## src/rtl/nss_pkg.sv

```systemverilog
// Shared types, constants and the byte classifier of the NMEA sentence checker.
`default_nettype none
package nss_pkg;

    localparam int MAX_FIELDS = 16;
    localparam logic [3:0] FIELD_LIMIT = (MAX_FIELDS > 16) ? 4'd15 : 4'(MAX_FIELDS - 1);

    localparam logic [7:0] CH_DOLLAR = 8'h24;
    localparam logic [7:0] CH_STAR   = 8'h2A;
    localparam logic [7:0] CH_COMMA  = 8'h2C;

    localparam int QDEPTH = 2;
    localparam int QCW    = $clog2(QDEPTH + 1);

    typedef enum logic [1:0] {
        ST_OK        = 2'd0,
        ST_BAD_DIGIT = 2'd1,
        ST_OVERFLOW  = 2'd2
    } status_t;

    typedef enum logic [3:0] {
        PH_IDLE = 4'b0001,
        PH_BODY = 4'b0010,
        PH_HI   = 4'b0100,
        PH_LO   = 4'b1000
    } phase_t;

    // Classified input byte, as handed from front to back.
    typedef struct packed {
        logic [7:0] c;
        logic       is_dollar;
        logic       is_star;
        logic       is_comma;
        logic       hex_ok;
        logic [3:0] hex_val;
    } item_t;

    // Handshake between front queue and back.
    typedef struct packed {
        logic  valid;
        item_t item;
    } fwd_t;

    typedef struct packed {
        logic [7:0] field_char;
        logic [3:0] field_number;
        logic       is_field_char;
        logic       field_done;
        logic       sentence_done;
        logic       checksum_match;
        logic [7:0] checksum_calc;
        logic [7:0] checksum_recv;
        status_t    status;
    } result_t;

    function automatic item_t classify(input logic [7:0] c);
        item_t r;
        r.c         = c;
        r.is_dollar = (c == CH_DOLLAR);
        r.is_star   = (c == CH_STAR);
        r.is_comma  = (c == CH_COMMA);
        r.hex_ok    = 1'b1;
        r.hex_val   = 4'd0;
        if (c inside {[8'h30:8'h39]}) begin
            r.hex_val = c[3:0];
        end else if (c inside {[8'h41:8'h46], [8'h61:8'h66]}) begin
            r.hex_val = c[3:0] + 4'd9;
        end else begin
            r.hex_ok = 1'b0;
        end
        return r;
    endfunction

endpackage
`default_nettype wire

```

## src/rtl/nss_back.sv

```systemverilog
// Back end: sentence state machine, checksum tracking and the result queue.
`default_nettype none
module nss_back (
    input  wire logic          clk,
    input  wire logic          rst_n,
    input  wire nss_pkg::fwd_t fwd,
    output logic               fwd_pop,
    output logic               empty,
    input  wire logic          pop,
    output nss_pkg::result_t   head
);
    import nss_pkg::*;

    phase_t          phase_reg, phase_next;
    logic [7:0]      xor_reg, xor_next;
    logic [3:0]      fcount_reg, fcount_next;
    logic [3:0]      hnib_reg, hnib_next;
    logic            ovf_reg, ovf_next;
    result_t         res;

    result_t         mem [QDEPTH];
    logic            wr_ptr_reg, rd_ptr_reg;
    logic [QCW-1:0]  count_reg, count_next;
    logic            do_pop;
    item_t           it;

    assign it      = fwd.item;
    assign do_pop  = pop && !empty;
    assign empty   = (count_reg == '0);
    // Take a beat when there is room now or the head leaves this cycle.
    assign fwd_pop = fwd.valid && ((count_reg != QCW'(QDEPTH)) || do_pop);

    always_comb
    begin
        phase_next  = phase_reg;
        xor_next    = xor_reg;
        fcount_next = fcount_reg;
        hnib_next   = hnib_reg;
        ovf_next    = ovf_reg;

        res                = '0;
        res.field_char     = it.c;
        res.status         = ST_OK;

        if (it.is_dollar)
        begin
            xor_next    = '0;
            fcount_next = '0;
            hnib_next   = '0;
            ovf_next    = 1'b0;
            phase_next  = PH_BODY;
        end
        else
        begin
            case (phase_reg)
                PH_BODY:
                begin
                    res.field_number = fcount_reg;
                    if (it.is_star)
                    begin
                        res.field_done = 1'b1;
                        phase_next     = PH_HI;
                    end
                    else
                    begin
                        xor_next = xor_reg ^ it.c;
                        if (it.is_comma)
                        begin
                            res.field_done = 1'b1;
                            if (fcount_reg >= FIELD_LIMIT)
                            begin
                                ovf_next = 1'b1;
                            end
                            else
                            begin
                                fcount_next = fcount_reg + 4'd1;
                            end
                        end
                        else
                        begin
                            res.is_field_char = 1'b1;
                        end
                    end
                    res.checksum_calc = xor_next;
                    res.status        = ovf_next ? ST_OVERFLOW : ST_OK;
                end
                PH_HI:
                begin
                    res.field_number  = fcount_reg;
                    res.checksum_calc = xor_reg;
                    if (!it.hex_ok)
                    begin
                        res.status = ST_BAD_DIGIT;
                        phase_next = PH_IDLE;
                    end
                    else
                    begin
                        hnib_next         = it.hex_val;
                        res.checksum_recv = {it.hex_val, 4'd0};
                        res.status        = ovf_reg ? ST_OVERFLOW : ST_OK;
                        phase_next        = PH_LO;
                    end
                end
                PH_LO:
                begin
                    res.field_number  = fcount_reg;
                    res.checksum_calc = xor_reg;
                    res.sentence_done = 1'b1;
                    res.checksum_recv = {hnib_reg, 4'd0};
                    if (!it.hex_ok)
                    begin
                        res.status = ST_BAD_DIGIT;
                    end
                    else
                    begin
                        res.checksum_recv  = {hnib_reg, it.hex_val};
                        res.checksum_match = ({hnib_reg, it.hex_val} == xor_reg);
                        res.status         = ovf_reg ? ST_OVERFLOW : ST_OK;
                    end
                    phase_next = PH_IDLE;
                end
                default:
                begin
                    // Idle: echo only.
                end
            endcase
        end
    end

    always_comb
    begin
        count_next = count_reg;
        if (fwd_pop && !do_pop)
        begin
            count_next = count_reg + QCW'(1);
        end
        else if (do_pop && !fwd_pop)
        begin
            count_next = count_reg - QCW'(1);
        end
    end

    always_ff @(posedge clk or negedge rst_n)
    begin
        if (!rst_n)
        begin
            phase_reg  <= PH_IDLE;
            xor_reg    <= '0;
            fcount_reg <= '0;
            hnib_reg   <= '0;
            ovf_reg    <= 1'b0;
            wr_ptr_reg <= 1'b0;
            rd_ptr_reg <= 1'b0;
            count_reg  <= '0;
        end
        else
        begin
            if (fwd_pop)
            begin
                phase_reg  <= phase_next;
                xor_reg    <= xor_next;
                fcount_reg <= fcount_next;
                hnib_reg   <= hnib_next;
                ovf_reg    <= ovf_next;
                wr_ptr_reg <= ~wr_ptr_reg;
            end
            if (do_pop)
            begin
                rd_ptr_reg <= ~rd_ptr_reg;
            end
            count_reg <= count_next;
        end
    end

    always_ff @(posedge clk)
    begin
        if (fwd_pop)
        begin
            mem[wr_ptr_reg] <= res;
        end
    end

    assign head = mem[rd_ptr_reg];

endmodule
`default_nettype wire

```

## config.mk

```make
export PLATFORM = sky130hd
export DESIGN_NAME = nss_back
export DESIGN_NICKNAME = d
export VERILOG_FILES = /design/src/rtl/nss_pkg.sv /design/src/rtl/nss_back.sv
export SDC_FILE = /design/constraint.sdc
export NUM_CORES = 1
export LEC_CHECK = 0
export BUFFER_PORTS_ARGS = -buffer_cell sky130_fd_sc_hd__buf_2
export CORE_ASPECT_RATIO = 0.9
export CORE_MARGIN = 10
export CORE_UTILIZATION = 50
export CTS_CLUSTER_SIZE = 28
export DETAILED_ROUTE_END_ITERATION = 10
export HOLD_SLACK_MARGIN = 0.15
export PLACE_DENSITY = 0.7
export SLEW_MARGIN = 20
export SYNTH_ARGS = -nofsm -noshare
export SYNTH_HDL_FRONTEND = slang
export SYNTH_SLANG_ARGS = --single-unit
```

## constraint.sdc

```tcl
create_clock -name clk -period 7.1 [get_ports clk]
set_clock_uncertainty 0.15 [all_clocks]
set_input_delay 1.42 -clock clk [delete_from_list [all_inputs] [get_ports clk]]
set_output_delay 1.42 -clock clk [all_outputs]
set_load 0.01 [all_outputs]
```

# Yosys cells after proc, flatten, opt, wreduce, memory -nomap -nowiden
# Memory sizes are Yosys's and may differ from the RTL's.
# Index checks and enable logic that the tools add are counted.
[word_totals] register_bits=25 out_inout_bits=36 elab_cells=88 romBits=0 ram_bits=68 latchBits=0 mem_count=1
[op_classes] n_shift=0 n_mul=0 bitwise=3 order_cmp=1 n_addsub=3 muxes=43 div_mod_pow=0 n_eq_ne=8 n_reduce_logical=21
[memory_table] name="mem" words=2 width=34 read_ports=1 rd_clocked_by_memory_dff=0 wr=1 line="nss_back.sv:21" rtl="result_t mem [QDEPTH];"
[ops] operator="2-to-1 mux 4 bit" count=13
[ops] operator="2-to-1 mux 8 bit" count=4
[ops] operator="case mux 8 bit (2 select lines)" count=2
[ops] operator="2-to-1 mux 26 bit" count=1
[ops] operator="2-to-1 mux 1 bit" count=14
[ops] operator="2-to-1 mux 2 bit" count=7
[ops] operator="case mux 4 bit (3 select lines)" count=1
[ops] operator="nonzero test 2 bit" count=5
[ops] operator="equality test 8 bit" count=1
[ops] operator="bitwise XOR 8 bit" count=1
[ops] operator="AND reduction 3 bit" count=2
[ops] operator="AND reduction 5 bit" count=1
[ops] operator="adder 4 x 1 -> 4 bit, second input constant" count=1
[ops] operator="equality test 4 x 2 -> 1 bit, second input constant" count=1
[ops] operator="equality test 4 x 3 -> 1 bit, second input constant" count=1
[ops] operator="equality test 4 bit, second input constant" count=1
[ops] operator="greater-or-equal comparator 4 bit, second input constant" count=1
[ops] operator="logical AND 1 bit" count=4
[ops] operator="!= test 2 bit, second input constant" count=2
[ops] operator="case mux 2 bit (2 select lines)" count=1
[ops] operator="nonzero test 4 bit" count=1
[ops] operator="zero test 1 bit" count=3
[ops] operator="!= test 3 bit, second input constant" count=1
[ops] operator="OR reduction 3 bit" count=1
[ops] operator="8 further kinds" count=9

# Depth between registers and ports, before layout
[logic_depth] ltp_word=9 ltp_mapped=9 depth_no_buf=7

# Worst setup path after synthesis
# Ideal clock, no wire load.
[synth_path] kind="input to register" startpoint="input pop" endpoint="memory mem[0][0] in the netlist's numbering (enable)" path_buffers=2 arrival_ns=3.399 path_stages=5 setup_ns=0.425 t_required_ns=6.525 path_slack_ns=3.126 path_cell_list="nor3b_1 -> nand2b_1 -> buf_4 -> clkbuf_1 -> nor2_1"
[synth_between] elab_chain_cells=5
[synth_rtl] element="start: declaration" line="nss_back.sv:9" rtl="input wire logic pop,"
[synth_rtl] element="logical AND 1 bit" line="nss_back.sv:28" rtl="assign do_pop = pop && !empty;"
[synth_rtl] element="logical OR 1 bit" line="nss_back.sv:31" rtl="assign fwd_pop = fwd.valid && ((count_reg != QCW'(QDEPTH)) || do_pop);"
[synth_rtl] element="logical AND 1 bit" line="nss_back.sv:31"
[synth_rtl] element="2-to-1 mux 1 bit" line="nss_back.sv:177" rtl="if (fwd_pop)"
[synth_rtl] element="2-to-1 mux 1 bit (implied by the code)" line="nss_back.sv:179" rtl="mem[wr_ptr_reg] <= res;"
[synth_rtl] element="end: declaration" line="nss_back.sv:21"
# Every way passes these cells.

# Worst setup path in the final report
[layout_path] startpoint="input pop" endpoint="output fwd_pop"
[layout_between] elab_chain_cells=3
[layout_rtl] element="logical AND 1 bit" line="nss_back.sv:28"
[layout_rtl] element="logical OR 1 bit" line="nss_back.sv:31"
[layout_rtl] element="logical AND 1 bit" line="nss_back.sv:31"
[layout_rtl] element="end: declaration" line="nss_back.sv:7" rtl="output logic fwd_pop,"
# Every way passes these cells.

==> flow_summary.yaml <==
die:
  initial_core_util: 0.512
  ioPinCount: 56
  fp.dieW_um: 119
  die-area_sq_mm: 0.0129
  die_height_um: 109
  core-area_sq_mm: 0.00857
  rows: 32
timing:
  finalSetupTns_ps: 0
  drv_slew: 0
  finalSetupViolCount: 0
  timing.fmax_mhz: 210
  rsz0062_at_grt: "false"
  tightest_slew_ps: 946
  finalCritPeriodShare: 0.672
  hold_viol: 0
  post-route-min-period_ps: 4770
  layout_setup_ws_ps: 2330
  max-slew-margin-rel: 0.370
worst_setup_path:
  worst_setup_path_end_kind: "output pin"
  path_class: "input port to output pin"
  arrival_ps: 3200
  worstReg2RegStart: "count_reg[0]"
  ff2ff_path_depth: 7
  worstPathRequired_ps: 5530
  r2r_slack_ps: 4160
  critPathMaxFanout: 28
  start_kind: "input port"
  timing.rr.end: "count_reg[1]"
global_routing:
  grt_max_degree: 52
  grt_util_all_layers: 0.142
  overflow: 0
  grt_pass1_vias: 2987
  grt_first_pass_wirelength_um: 14900
  antenna_found_initial: 0
route:
  avgViaCountPerCell: 5.58
  detail-route-antenna-nets: 0
  drt_drc_violations_left: 0
  dr.pass1.iters: 4
  routed_wl_um: 8840
  drtIter0Drc: 187
  routedWlPerCell_um: 17.3
  num_vias: 2846
clocking:
  htreeDepth: 3
  post_cts_buffers: 0
  cts_root_buf: "clkbuf_8"
  clock-sinks: 93
  cts_hold_buffers: 0
  cts-resized-gates: 0
  clkLatencyLatePin_ps: 350
  cts_tree: "done"
  cts_buffers: 9
  clockBufferDepth: 2
  clkSlewWorstSetupHoldPaths_ps: 80
min_path:
  hold-path-endpoint: "rd_ptr_reg"
  hold_depth: 1
  hp-start: "rd_ptr_reg"
  hold_path_class: "register to register"
synthesis:
  synth_nets: 360
  syn_inst: 338
  synth_top_family_by_area: "simple AND/OR/NAND/NOR gates"
  ys_seq_area_frac: 0.608
  yosysUniqueCellTypes: 48
  yosysTopAreaCellShare: 0.465
  yosys.area_share.simple: 0.129
  synthTopCellsByArea: "edfxtp_1, dfrtp_1, mux2_2"
  synth_xor_area_frac: 0.0299
  synth_edf_count: 68
  yosysWarnings: 0
  netlist_area_sq_mm: 0.00439
  synth_area_leader_cell: "edfxtp_1"
  synth_seq_cells: 93
  synth_compound_area_frac: 0.111
  synth.area.mux_share: 0.0872
  async_reset_ff_frac: 0.269
  yosys.area_share.adder: 0.00570
  synth-main-ff-cell: "edfxtp_1"
  syn_avg_cell_area_sq_um: 13.0
outcome:
  status: "completed"
finish:
  diodes: 0
  drive_gt1_frac: 0.309
  area_growth_syn_to_layout_pct: 13.0
  fillerInstances: 723
  final_area_sq_mm: 0.00496
  seqCellArea_sq_mm: 0.00267
  layout.nets: 408
  multiInputGateArea_sq_mm: 0.00160
  final_cell_mix: "edfxtp_1, buf_2, mux2_2"
  largest_reg_flops: 68
  layout_commonest_cell: "edfxtp_1"
power_and_ir_drop:
  irDropWorstVdd_mv: 0.230
  clock_power_share: 0.174
  seqPwrFrac: 0.450
  p_int_mw: 1.26
  swShare: 0.358
  p_leak_nw: 1.82
  pwr-share-comb: 0.377
  pwr_density_cell_mw_per_mm2: 395
  p_switching_mw: 0.701
placed_design:
  preCtsSetupSlack_ps: 1740
  dp_hpwl_um: 5860
  place_area_sq_mm: 0.00474
  portBuffers: 55
  routabilityCongestion: 0.769
flow_run:
  drv_cap: 0
[kinds of logic (layout without fill, tap and decap cells)]
logic type / after synthesis / in the layout
AND/OR/NAND/NOR: 105 / 105
AO/OA/AOI/OAI: 60 / 60
buffers and inverters: 29 / 82
adder cells (fa/ha/maj): 2 / 2
XOR/XNOR: 15 / 15
multiplexers: 34 / 34
flip-flops: 93 / 93
[metal layers]
layer	up-vias	global-route usage	part of all wire
li1	1369	-	-
met1	1414	0.173	0.45
met2	54	0.244	0.50
met3	9	0.0346	0.042
met4	0	0.0497	0.013
met5	-	0	0
[critical path, cell delays in order]
cell,delay [ps]
buf_2,100
nor3b_1,140
nand2b_2,540
clkinv_1,650
buf_2,330
[synthesized netlist by cell type (all sizes together) (2+ instances only)]
cell	instances
nand4	2
nand2	17
nor2	32
inv	6
xnor2	12
a21oi	11
and3	5
nand3	9
a22oi	9
edfxtp	68
ha	2
o41ai	8
buf	10
a211oi	8
dfrtp	24
nor3	5
clkbuf	12
o21ai	3
nor4	2
nand2b	7
o221ai	4
mux2	34
nor3b	3
a22o	6
nor2b	16
o311ai	4
a31oi	2
xor2	3
[worst max-delay path by stage]
stage,startpoint,cells past startpoint,endpoint,slack (ps)
after floorplan,pop,5,mem[0][0],3130
after global placement,pop,5,fwd_pop,1800
after detailed placement,pop,5,fwd_pop,1740
after CTS,pop,5,fwd_pop,1720
after global routing,pop,5,fwd_pop,2120
final,pop,5,fwd_pop,2330
[power groups by stage]
| stage | Clock [mW] | Combinational, mW | Sequential (mW) |
|---|---|---|---|
| after floorplan | 0 | 0.569 | 0.844 |
| after global placement | 0 | 0.725 | 0.881 |
| after detailed placement | 0 | 0.740 | 0.893 |
| after CTS | 0.349 | 0.743 | 0.882 |
| after global routing | 0.369 | 0.820 | 0.903 |
| final | 0.340 | 0.738 | 0.880 |
[through the flow]
step            util  cells  hold slack, ps  power [mW]
2_1_floorplan      -    338             310        1.41
6_report       0.579    510             329        1.96
4_1_cts        0.575    509             336        1.97
3_5_place_dp   0.553    493             321        1.63
3_3_place_gp   0.553    493             315        1.61
5_1_grt        0.579    510             357        2.09
[area by class of cell]
| type | instances | share of cell area |
|---|---|---|
| inverters | 7 | 0.00530 |
| repair buffers | 59 | 0.0656 |
| flip-flops and latches | 93 | 0.538 |
| clock buffers | 9 | 0.0250 |
| multi-input cells | 216 | 0.323 |
| clock inverters | 7 | 0.0134 |
| well taps | 119 | 0.0300 |
Power figures use the tool's default switching activity.
